### src/rtl/mbrf_pkg.sv
// Shared types, constants and helpers for the multi-byte ring FIFO.
package mbrf_pkg;

    // Ring size and lane count
    localparam int DEPTH     = 256;
    localparam int LANES     = 4;
    // Byte fields carried by one item; also the number of storage banks
    localparam int NUM_BYTES = 4;
    localparam int USE_LANES = (LANES < NUM_BYTES) ? LANES : NUM_BYTES;

    localparam int PTR_W     = $clog2(DEPTH);
    localparam int BANK_W    = $clog2(NUM_BYTES);
    localparam int ROW_W     = PTR_W - BANK_W;
    localparam int ROWS      = DEPTH / NUM_BYTES;
    localparam int CNT_W     = 3;
    localparam int FILL_W    = 8;

    typedef logic [7:0]       byte_t;
    typedef logic [PTR_W-1:0] ptr_t;
    typedef logic [ROW_W-1:0] row_t;
    typedef logic [BANK_W-1:0] bank_t;
    typedef logic [CNT_W-1:0] cnt_t;

    // Request kinds
    typedef enum logic [1:0] {
        OP_WR   = 2'd0,
        OP_RD   = 2'd1,
        OP_CLR  = 2'd2,
        OP_NONE = 2'd3
    } op_t;

    // Per-bank access for one item
    typedef struct packed {
        logic  we;
        row_t  wrow;
        byte_t wdata;
        logic  re;
        row_t  rrow;
    } lane_req_t;

    // Fill level clipped to the result field
    function automatic logic [FILL_W-1:0] sat_fill(input ptr_t fill);
        logic [FILL_W-1:0] res;
        if (PTR_W > FILL_W) begin
            res = (fill > ptr_t'({FILL_W{1'b1}})) ? {FILL_W{1'b1}} : fill[FILL_W-1:0];
        end else begin
            res = FILL_W'(fill);
        end
        return res;
    endfunction

endpackage

### src/rtl/multi_byte_ring_fifo.sv
// Top level of the multi-byte ring FIFO: pointers, bank control and result registers.
//
// Usage: raise start with op, count and in_byte0..3; the item is taken at a
// clock edge where start is high and busy is low. op selects write (store
// count bytes, taken whole or refused whole), read (return up to count of the
// oldest bytes) or clear (empty the ring). The ring holds DEPTH-1 bytes.
// In the cycle after the item is taken, done pulses for exactly one cycle with
// accepted, read_count, out_byte0..3 (oldest first, zero past read_count)
// and fill_level. The receiver cannot hold results off; none are lost since
// one result register is loaded per item and read out the next cycle.
// Throughput is one item per cycle while busy is low; results are registered,
// the read bytes in the registered read port of the storage banks. Storage is
// split into NUM_BYTES interleaved banks so the bytes of one item all land in
// different banks. Reset empties the ring (both pointers to zero) and holds
// busy high for one cycle after release; store contents are not cleared.
module multi_byte_ring_fifo
    import mbrf_pkg::*;
(
    input  logic        clk,
    input  logic        rst_n,
    input  logic        start,
    output logic        busy,
    input  logic [1:0]  op,
    input  logic [2:0]  count,
    input  logic [7:0]  in_byte0,
    input  logic [7:0]  in_byte1,
    input  logic [7:0]  in_byte2,
    input  logic [7:0]  in_byte3,
    output logic        done,
    output logic        accepted,
    output logic [2:0]  read_count,
    output logic [7:0]  out_byte0,
    output logic [7:0]  out_byte1,
    output logic [7:0]  out_byte2,
    output logic [7:0]  out_byte3,
    output logic [7:0]  fill_level
);

    ptr_t  head_reg, head_next;
    ptr_t  tail_reg, tail_next;
    logic  busy_reg;
    logic  done_reg;
    logic  accepted_reg, accepted_next;
    cnt_t  nread_reg, nread_next;
    bank_t rot_reg;
    logic [FILL_W-1:0] fill_reg, fill_next;

    op_t   op_c;
    logic  take;
    ptr_t  fill, space, cnt_ext, want_ext;
    cnt_t  want;
    logic  wr_ok;
    logic  do_wr, do_rd;

    byte_t [NUM_BYTES-1:0] wbytes;
    byte_t [NUM_BYTES-1:0] bank_data;
    byte_t [NUM_BYTES-1:0] out_data;
    lane_req_t             lane_req [NUM_BYTES];

    assign wbytes = {in_byte3, in_byte2, in_byte1, in_byte0};
    assign op_c   = op_t'(op);
    assign take   = start && !busy_reg;

    // Pointer arithmetic and request decode
    always_comb
    begin
        fill     = head_reg - tail_reg;
        space    = ptr_t'(DEPTH - 1) - fill;
        cnt_ext  = ptr_t'(count);
        wr_ok    = (count == '0) ||
                   ((count <= cnt_t'(USE_LANES)) && (cnt_ext <= space));
        want     = (count > cnt_t'(USE_LANES)) ? cnt_t'(USE_LANES) : count;
        want_ext = ptr_t'(want);
        do_wr    = take && (op_c == OP_WR) && wr_ok;
        do_rd    = take && (op_c == OP_RD);

        nread_next    = '0;
        accepted_next = 1'b0;
        head_next     = head_reg;
        tail_next     = tail_reg;
        case (op_c)
            OP_WR:
            begin
                accepted_next = wr_ok;
                if (do_wr)
                begin
                    head_next = head_reg + cnt_ext;
                end
            end
            OP_RD:
            begin
                accepted_next = 1'b1;
                nread_next    = (want_ext <= fill) ? want : cnt_t'(fill);
                if (take)
                begin
                    tail_next = tail_reg + ptr_t'(nread_next);
                end
            end
            OP_CLR:
            begin
                accepted_next = 1'b1;
                if (take)
                begin
                    head_next = '0;
                    tail_next = '0;
                end
            end
            default:
            begin
                accepted_next = 1'b0;
            end
        endcase
        fill_next = sat_fill(head_next - tail_next);
    end

    // Per-bank access: bank b takes byte k where (head + k) lands in b, and reads byte k where (tail + k) lands in b
    for (genvar g = 0; g < NUM_BYTES; g++)
    begin : g_lane
        bank_t kw, kr;
        ptr_t  waddr, raddr;

        always_comb
        begin
            kw    = bank_t'(g) - head_reg[BANK_W-1:0];
            kr    = bank_t'(g) - tail_reg[BANK_W-1:0];
            waddr = head_reg + ptr_t'(kw);
            raddr = tail_reg + ptr_t'(kr);
            lane_req[g].we    = do_wr && (cnt_t'(kw) < count);
            lane_req[g].wrow  = waddr[PTR_W-1:BANK_W];
            lane_req[g].wdata = wbytes[kw];
            lane_req[g].re    = do_rd;
            lane_req[g].rrow  = raddr[PTR_W-1:BANK_W];
        end

        mbrf_lane u_lane (
            .clk   (clk),
            .req   (lane_req[g]),
            .rdata (bank_data[g])
        );
    end

    // Control state
    always_ff @(posedge clk or negedge rst_n)
    begin
        if (!rst_n)
        begin
            head_reg <= '0;
            tail_reg <= '0;
            busy_reg <= 1'b1;
            done_reg <= 1'b0;
        end else begin
            head_reg <= head_next;
            tail_reg <= tail_next;
            busy_reg <= 1'b0;
            done_reg <= take;
        end
    end

    // Result registers
    always_ff @(posedge clk)
    begin
        if (take)
        begin
            accepted_reg <= accepted_next;
            nread_reg    <= nread_next;
            fill_reg     <= fill_next;
            rot_reg      <= tail_reg[BANK_W-1:0];
        end
    end

    mbrf_merge u_merge (
        .bank_data (bank_data),
        .rot       (rot_reg),
        .nread     (nread_reg),
        .out_data  (out_data)
    );

    assign busy       = busy_reg;
    assign done       = done_reg;
    assign accepted   = accepted_reg;
    assign read_count = nread_reg;
    assign fill_level = fill_reg;
    assign out_byte0  = out_data[0];
    assign out_byte1  = out_data[1];
    assign out_byte2  = out_data[2];
    assign out_byte3  = out_data[3];

endmodule

### src/rtl/mbrf_lane.sv
// One storage bank: holds every NUM_BYTES-th byte of the ring, one write and one read a cycle.
module mbrf_lane
    import mbrf_pkg::*;
(
    input  logic      clk,
    input  lane_req_t req,
    output byte_t     rdata
);

    byte_t mem [ROWS];
    byte_t rdata_reg;

    // Write port
    always_ff @(posedge clk)
    begin
        if (req.we)
        begin
            mem[req.wrow] <= req.wdata;
        end
    end

    // Registered read port
    always_ff @(posedge clk)
    begin
        if (req.re)
        begin
            rdata_reg <= mem[req.rrow];
        end
    end

    assign rdata = rdata_reg;

endmodule

### src/rtl/mbrf_merge.sv
// Merge stage: rotates bank read data into oldest-first order and blanks unused bytes.
module mbrf_merge
    import mbrf_pkg::*;
(
    input  byte_t [NUM_BYTES-1:0] bank_data,
    input  bank_t                 rot,
    input  cnt_t                  nread,
    output byte_t [NUM_BYTES-1:0] out_data
);

    // Byte k came from bank (rot + k)
    always_comb
    begin
        bank_t sel;
        for (int k = 0; k < NUM_BYTES; k++)
        begin
            sel = rot + bank_t'(k);
            if (cnt_t'(k) < nread)
            begin
                out_data[k] = bank_data[sel];
            end else begin
                out_data[k] = '0;
            end
        end
    end

endmodule
### config.mk
export PLATFORM = sky130hd
export DESIGN_NAME = multi_byte_ring_fifo
export DESIGN_NICKNAME = d
export VERILOG_FILES = /design/src/rtl/mbrf_pkg.sv /design/src/rtl/multi_byte_ring_fifo.sv /design/src/rtl/mbrf_lane.sv /design/src/rtl/mbrf_merge.sv
export SDC_FILE = /design/constraint.sdc
export NUM_CORES = 2
export LEC_CHECK = 0
export BUFFER_PORTS_ARGS = -buffer_cell sky130_fd_sc_hd__buf_4
export CAP_MARGIN = 20
export CORE_MARGIN = 3
export CORE_UTILIZATION = 60
export CTS_CLUSTER_DIAMETER = 30
export DETAILED_ROUTE_END_ITERATION = 10
export PLACE_DENSITY = 0.8
export SLEW_MARGIN = 10
export SYNTH_ARGS = -nofsm -noshare
export SYNTH_HDL_FRONTEND = slang
export SYNTH_SLANG_ARGS = --single-unit
### constraint.sdc
create_clock -name clk -period 7.25 [get_ports clk]
set_input_delay 0.3625 -clock clk [delete_from_list [all_inputs] [get_ports clk]]
set_output_delay 0.3625 -clock clk [all_outputs]
set_load 0.005 [all_outputs]
=== After elaboration in Yosys (flattened, before gate mapping) ===
Memories as Yosys holds them, arrays and structs flattened. A register that Yosys moved wholly into a read port is not among the register bits.
Cells that the tools add are included.

* Add/sub/neg operators: 24
* Order comparisons: 20
* Eq/ne operators: 2
* Mux-type cells: 37
* Reductions and logical operators: 14

{| class="wikitable"
|+ Operators with widths
! operator !! number
|-
| 8-bit binary-select mux with 2-bit select || 8
|-
| 8-bit two-way mux || 16
|-
| 8-bit by 2-bit adder with 8-bit output || 8
|-
| 8-bit one-hot mux with 2 select lines || 2
|-
| 2-bit by 3-bit less-than comparator with 1-bit output, second input constant || 8
|-
| 8-bit by 3-bit adder with 8-bit output || 2
|-
| 3-bit by 8-bit less-or-equal comparator with 1-bit output || 2
|-
| 8-bit subtractor || 2
|-
| 2-bit by 3-bit less-than comparator with 1-bit output || 4
|-
| 1-bit logical AND || 9
|-
| 1-bit two-way mux || 8
|-
| 1-bit by 2-bit subtractor with 2-bit output, first input constant || 4
|-
| 2-bit subtractor, first input constant || 4
|-
| 8-bit subtractor, first input constant || 1
|-
| 1-bit by 3-bit less-than comparator with 1-bit output, first input constant || 2
|-
| 2-bit by 3-bit less-than comparator with 1-bit output, first input constant || 2
|-
| 3-bit two-way mux || 2
|-
| 2-bit adder, second input constant || 2
|-
| 3-bit greater-than comparator, second input constant || 1
|-
| 3-bit less-or-equal comparator, second input constant || 1
|-
| 3-bit logical NOT || 1
|-
| 2-bit by 1-bit adder with 2-bit output, second input constant || 1
|-
| 2-bit by 1-bit equality test with 1-bit output, second input constant || 1
|-
| 2-bit equality test, second input constant || 1
|-
| 5 further kinds || 5
|}

* Register bits after elaboration: 32
* RAM bits: 2048
* Input bits: 40
* Output and inout bits: 46
* Word-level logic and storage cells: 109
* Memories: 4

{| class="wikitable"
|+ Memories
! memory !! depth !! bits a word !! rd ports !! clocked after Yosys merged registers in !! wr ports !! line !! source
|-
| g_lane[0].u_lane.mem || 64 || 8 || 1 || 1 || 1 || mbrf_lane.sv:10 || <nowiki>byte_t mem [ROWS];</nowiki>
|-
| g_lane[1].u_lane.mem || 64 || 8 || 1 || 1 || 1 || mbrf_lane.sv:10 ||
|-
| g_lane[2].u_lane.mem || 64 || 8 || 1 || 1 || 1 || mbrf_lane.sv:10 ||
|-
| g_lane[3].u_lane.mem || 64 || 8 || 1 || 1 || 1 || mbrf_lane.sv:10 ||
|}

=== Longest topological paths before layout ===
* Word-level depth: 9
* Mapped depth: 26
* Depth with buffers taken out: 25

=== By module ===
Synthesis repeated with hierarchy kept, for this count alone.

* Cells, all modules: 4272
* Area total of the unflattened synthesis: 86307.8 um^2

{| class="wikitable"
|+ Modules (own cells, without submodules)
! module !! instances !! cells an instance !! area each (um^2) !! seq. area each (um^2)
|-
| mbrf_lane || 4 || 940 || 20246.9 || 15615.0
|-
| multi_byte_ring_fifo || 1 || 436 || 4264.1 || 872.1
|-
| mbrf_merge || 1 || 76 || 1056.0 || 0.0
|}

=== Least setup slack after synthesis ===
No wires, ideal clock.

* Path kind: reg-to-reg
* Start point: register tail_reg[4]
* End point: register fill_reg[7], in the netlist fill_level[7] (data pin)
* Library setup time: 259 ps
* Data arrival time: 5665 ps
* Data required time: 6991 ps
* Path slack: 1326 ps
* Cell stages (with the launch flop): 23
* Path buffers: 2
* Clock period less this slack: 5924 ps
* Cell sequence: dfrtp_1 inv_1 buf_2 buf_1 ha_1 a21oi_1 o31ai_1 or3b_1 a211oi_1 nor3b_1 mux2i_1 ha_1 inv_1 fa_1 a211o_1 ha_1 a21o_1 a21o_1 a21o_1 a21o_1 maj3_1 a21oi_1 xnor2_1

* Longest elaborated chain between the ends: 9
* Elaborated cells on any way between the ends: 15
* Classes of those cells: add/sub (4); order compare (2); mux (6); reduce/logical (3)

{| class="wikitable"
|+ Ends and longest elaborated chain
! element !! line !! source
|-
| start: declaration || multi_byte_ring_fifo.sv:40 || <nowiki>ptr_t tail_reg, tail_next;</nowiki>
|-
| start signal: assignment || multi_byte_ring_fifo.sv:153 || <nowiki>tail_reg <= tail_next;</nowiki>
|-
| 8-bit subtractor || multi_byte_ring_fifo.sv:67 || <nowiki>fill = head_reg - tail_reg;</nowiki>
|-
| 8-bit subtractor || multi_byte_ring_fifo.sv:68 || <nowiki>space = ptr_t'(DEPTH - 1) - fill;</nowiki>
|-
| 3-bit by 8-bit less-or-equal comparator with 1-bit output || multi_byte_ring_fifo.sv:71 || <nowiki>((count <= cnt_t'(USE_LANES)) && (cnt_ext <= space));</nowiki>
|-
| 1-bit logical AND || multi_byte_ring_fifo.sv:71 ||
|-
| 1-bit logical OR || multi_byte_ring_fifo.sv:70 || <nowiki>wr_ok = (count == '0) ||</nowiki>
|-
| 1-bit logical AND || multi_byte_ring_fifo.sv:74 || <nowiki>do_wr = take && (op_c == OP_WR) && wr_ok;</nowiki>
|-
| 8-bit two-way mux || multi_byte_ring_fifo.sv:85 || <nowiki>if (do_wr)</nowiki>
|-
| 8-bit one-hot mux with 2 select lines || multi_byte_ring_fifo.sv:81 || <nowiki>case (op_c)</nowiki>
|-
| 8-bit subtractor (*) || multi_byte_ring_fifo.sv:113 || <nowiki>fill_next = sat_fill(head_next - tail_next);</nowiki>
|-
| net fill_next[7] || multi_byte_ring_fifo.sv:46 || <nowiki>logic [FILL_W-1:0] fill_reg, fill_next;</nowiki>
|-
| end signal: assignment || multi_byte_ring_fifo.sv:166 || <nowiki>fill_reg <= fill_next;</nowiki>
|-
| end: declaration || multi_byte_ring_fifo.sv:46 ||
|}

The timed path passes the listed nets; every way through them passes the cells marked *.
A chain may end at the register's enable or synchronous reset.

=== Final worst setup path ===
* Start point: register tail_reg[1]
* End point: register fill_reg[7], in the netlist fill_level[7] (data pin)

The elaborated chain is that of the path after synthesis.

==> results.cfg <==
[power]
p_sw_w = 0.00914
total_power_w = 0.0363
p_clk_share_pct = 48.7
internal-power_w = 0.0272
pwr_density_cell_nw_per_um2 = 361
leakagePower_nw = 32.0
power_frac_comb_pct = 11.6
vdd_drop_max_uv = 443
seqPwrFrac_pct = 39.7
swShare_pct = 25.2

[clocking]
clock_latency_ns = 0.97
root_buffer = clkbuf_16
post_cts_buffers = 0
cts.sinks = 2112
numCtsBuffers = 374
cts.path.max_buffers = 4
cts_tree = built
cts.clk_slew.worst_paths_ns = 0.05
htree_levels = 5

[detailed_routing]
wirelength_mm = 230
first_pass_iters = 7
ant_nets = 0
dr.first_iter.drc_count = 7111
vias = 44600
vias_per_cell = 7.01
post_drt_wl_per_cell_microns = 36.2
drc = 0

[cells_and_area]
area_growth_pct = 18.5
mostFrequentLayoutCells = edfxtp_1, mux4_2, clkbuf_16, nor2_1, buf_4
post-route-cell-area_sq_um = 101000
layout_commonest_cell = edfxtp_1
multi_input_area_sq_um = 20700
largest_reg_flops = 2048
fin_cells = 6360
regArea_sq_um = 63300
fill_cells = 7231
drive_gt1_share_pct = 33.5
fin_util_pct = 71.9
finalNetCount = 4275

[place]
portBuffers = 85
routabilityCongestion = 0.870
dpl.hpwl_mm = 114
dp_cells = 5678
placed_cell_area_sq_um = 87700

[sta]
min_period_ns = 6.35
final.setup_skew_ns = 0.0667
setup_viol = 0
timing.final.crit_share_pct = 87.5
finalHoldViolCount = 0
fmax_ghz = 0.158
rsz0062_at_grt = no
relSlewSlack_pct = 21.4
maxSlewViolCount = 0
final.setup.tns_ns = 0
worstMarginPinSlew_ns = 1.17

[yosys]
yosysSeqAreaShare_pct = 74.7
synth-seq-cells = 2112
ys.flop_type = edfxtp_1
synthArstFlopShare_pct = 0.852
synth_cell_types = 59
mappedNetlistNets = 3932
syn_area_per_cell_sq_um = 22.1
syn_inst = 3845
yosysWarnings = 0
syn-cell-area_sq_um = 84800
synth_edf_count = 2094

[die]
row_count = 137
die_area_sq_um = 146000
initial_core_util_pct = 60.6
coreArea_sq_um = 140000
die_h_microns = 382
pin_count = 86
die_w_microns = 382

[job]
drv_cap = 0

[global_routing]
antenna_found_initial = 15
grt_max_degree = 138
grt_first_pass_wirelength_mm = 334
grt_remaining_overflow = 0
grt_pass1_vias = 46100
gr-usage-all-layers_pct = 32.0

[setup_path]
r2r_slack_ns = 0.90
crit_path_start_kind = flop
cp_max_fo = 10
endpoint_kind = flop
arrival_ns = 7.04
crit_type = reg -> reg
crit_required_ns = 7.94
ff2ff_path_depth = 23
rr_startpoint = tail_reg[1]
r2r_end = fill_level[7]

[status]
status = complete, no violations

[min_path]
min_path_type = in -> async
## stage by stage
| stage | hold slack [ns] | setup WS, ns |
|---|---|---|
| floorplan | 0.0669 | 1.33 |
| global placement | 0.297 | 1.35 |
| detailed placement | 0.299 | 1.27 |
| CTS | 0.104 | 0.985 |
| global route | 0.137 | 0.593 |
| finish | 0.178 | 0.904 |
## worst max-delay path, cell delays in order, from the launching register on
cell,delay [ns]
dfrtp_1,0.61
inv_1,0.24
fa_1,0.50
xor2_1,0.22
inv_1,0.09
ha_1,0.30
a21oi_1,0.06
a31oi_1,0.14
o21ai_0,0.11
nor3b_1,0.55
mux2i_1,0.36
ha_1,0.24
inv_1,0.06
fa_1,0.43
xnor2_1,0.21
nand2_1,0.10
a21o_1,0.22
ha_1,0.35
a21o_1,0.21
a21o_1,0.21
a21o_1,0.23
maj3_1,0.37
a21oi_1,0.21
xnor2_1,0.09
## what timing repair did
item                      in CTS  in global routing
resized for setup              0                  0
hold buffers                   6                  0
hold endpoints to repair      23                  0
## area by class of cell
| type | instances | area share, % |
|---|---|---|
| clock inverters | 265 | 3.02 |
| clock buffers | 402 | 9.48 |
| repair buffers | 156 | 1.35 |
| flip-flops and latches | 2112 | 63.0 |
| multi-input cells | 1503 | 20.6 |
| well taps | 1876 | 2.34 |
| diodes | 5 | 0.0124 |
| inverters | 41 | 0.153 |
## how the worst max path moves through the flow
| stage | end | slack [ns] | startpoint |
|---|---|---|---|
| final | fill_level[7] | 0.90 | tail_reg[1] |
| after global routing | fill_level[7] | 0.59 | tail_reg[1] |
| after detailed placement | fill_level[7] | 1.27 | tail_reg[1] |
| after CTS | fill_level[7] | 0.98 | tail_reg[1] |
| after floorplan | fill_level[7] | 1.33 | tail_reg[4] |
| after global placement | fill_level[7] | 1.35 | tail_reg[1] |
## cells in the mapped netlist, types with 6 or more instances
| library cell | instances | area [sq um] |
|---|---|---|
| edfxtp_1 | 2094 | 62900 |
| mux4_2 | 707 | 15900 |
| nor2_1 | 300 | 1130 |
| nand2_1 | 95 | 357 |
| clkbuf_1 | 93 | 349 |
| nor2b_1 | 54 | 338 |
| buf_2 | 52 | 260 |
| ha_1 | 43 | 538 |
| a21oi_1 | 40 | 200 |
| buf_1 | 40 | 150 |
| xnor2_1 | 39 | 342 |
| inv_1 | 37 | 139 |
| mux2i_1 | 29 | 290 |
| a211oi_1 | 28 | 210 |
| o21ai_0 | 20 | 100 |
| dfrtp_1 | 17 | 425 |
| and2_1 | 16 | 100 |
| nand3_1 | 16 | 80.1 |
| xor2_1 | 14 | 123 |
| a21o_1 | 10 | 75.1 |
| nor3_1 | 8 | 40.0 |
| nor3b_1 | 7 | 52.6 |
| a31oi_1 | 6 | 37.5 |
## routing by layer
layer / wire length, microns / global-route usage [%] / up-vias
li1: - / - / 17000
met1: 78200 / 43.6 / 23000
met2: 112000 / 50.3 / 3878
met3: 29600 / 8.96 / 680
met4: 9760 / 12.2 / 12
met5: 79 / 0 / -
## logic make-up (layout without fill, tap and decap cells)
kind of cell	count (synthesis)	after routing	share of synthesized area, %
simple gates	521	521	2.67
mux	740	740	19.2
other cells	1	6	0.00442
flops	2112	2112	74.7
buf+inv	230	864	1.11
compound gates	140	140	1.08
fa+ha+maj	48	48	0.741
xor+xnor	53	53	0.547
## power groups by stage
stage	registers [W]	clock network, W	logic [W]
final	0.0144	0.0177	0.00420
after global routing	0.0144	0.0183	0.00441
after CTS	0.0144	0.0177	0.00411
after detailed placement	0.0147	0	0.00394
after global placement	0.0146	0	0.00381
after floorplan	0.0146	0	0.00261
No activity file was read; power rests on OpenSTA's default activity.
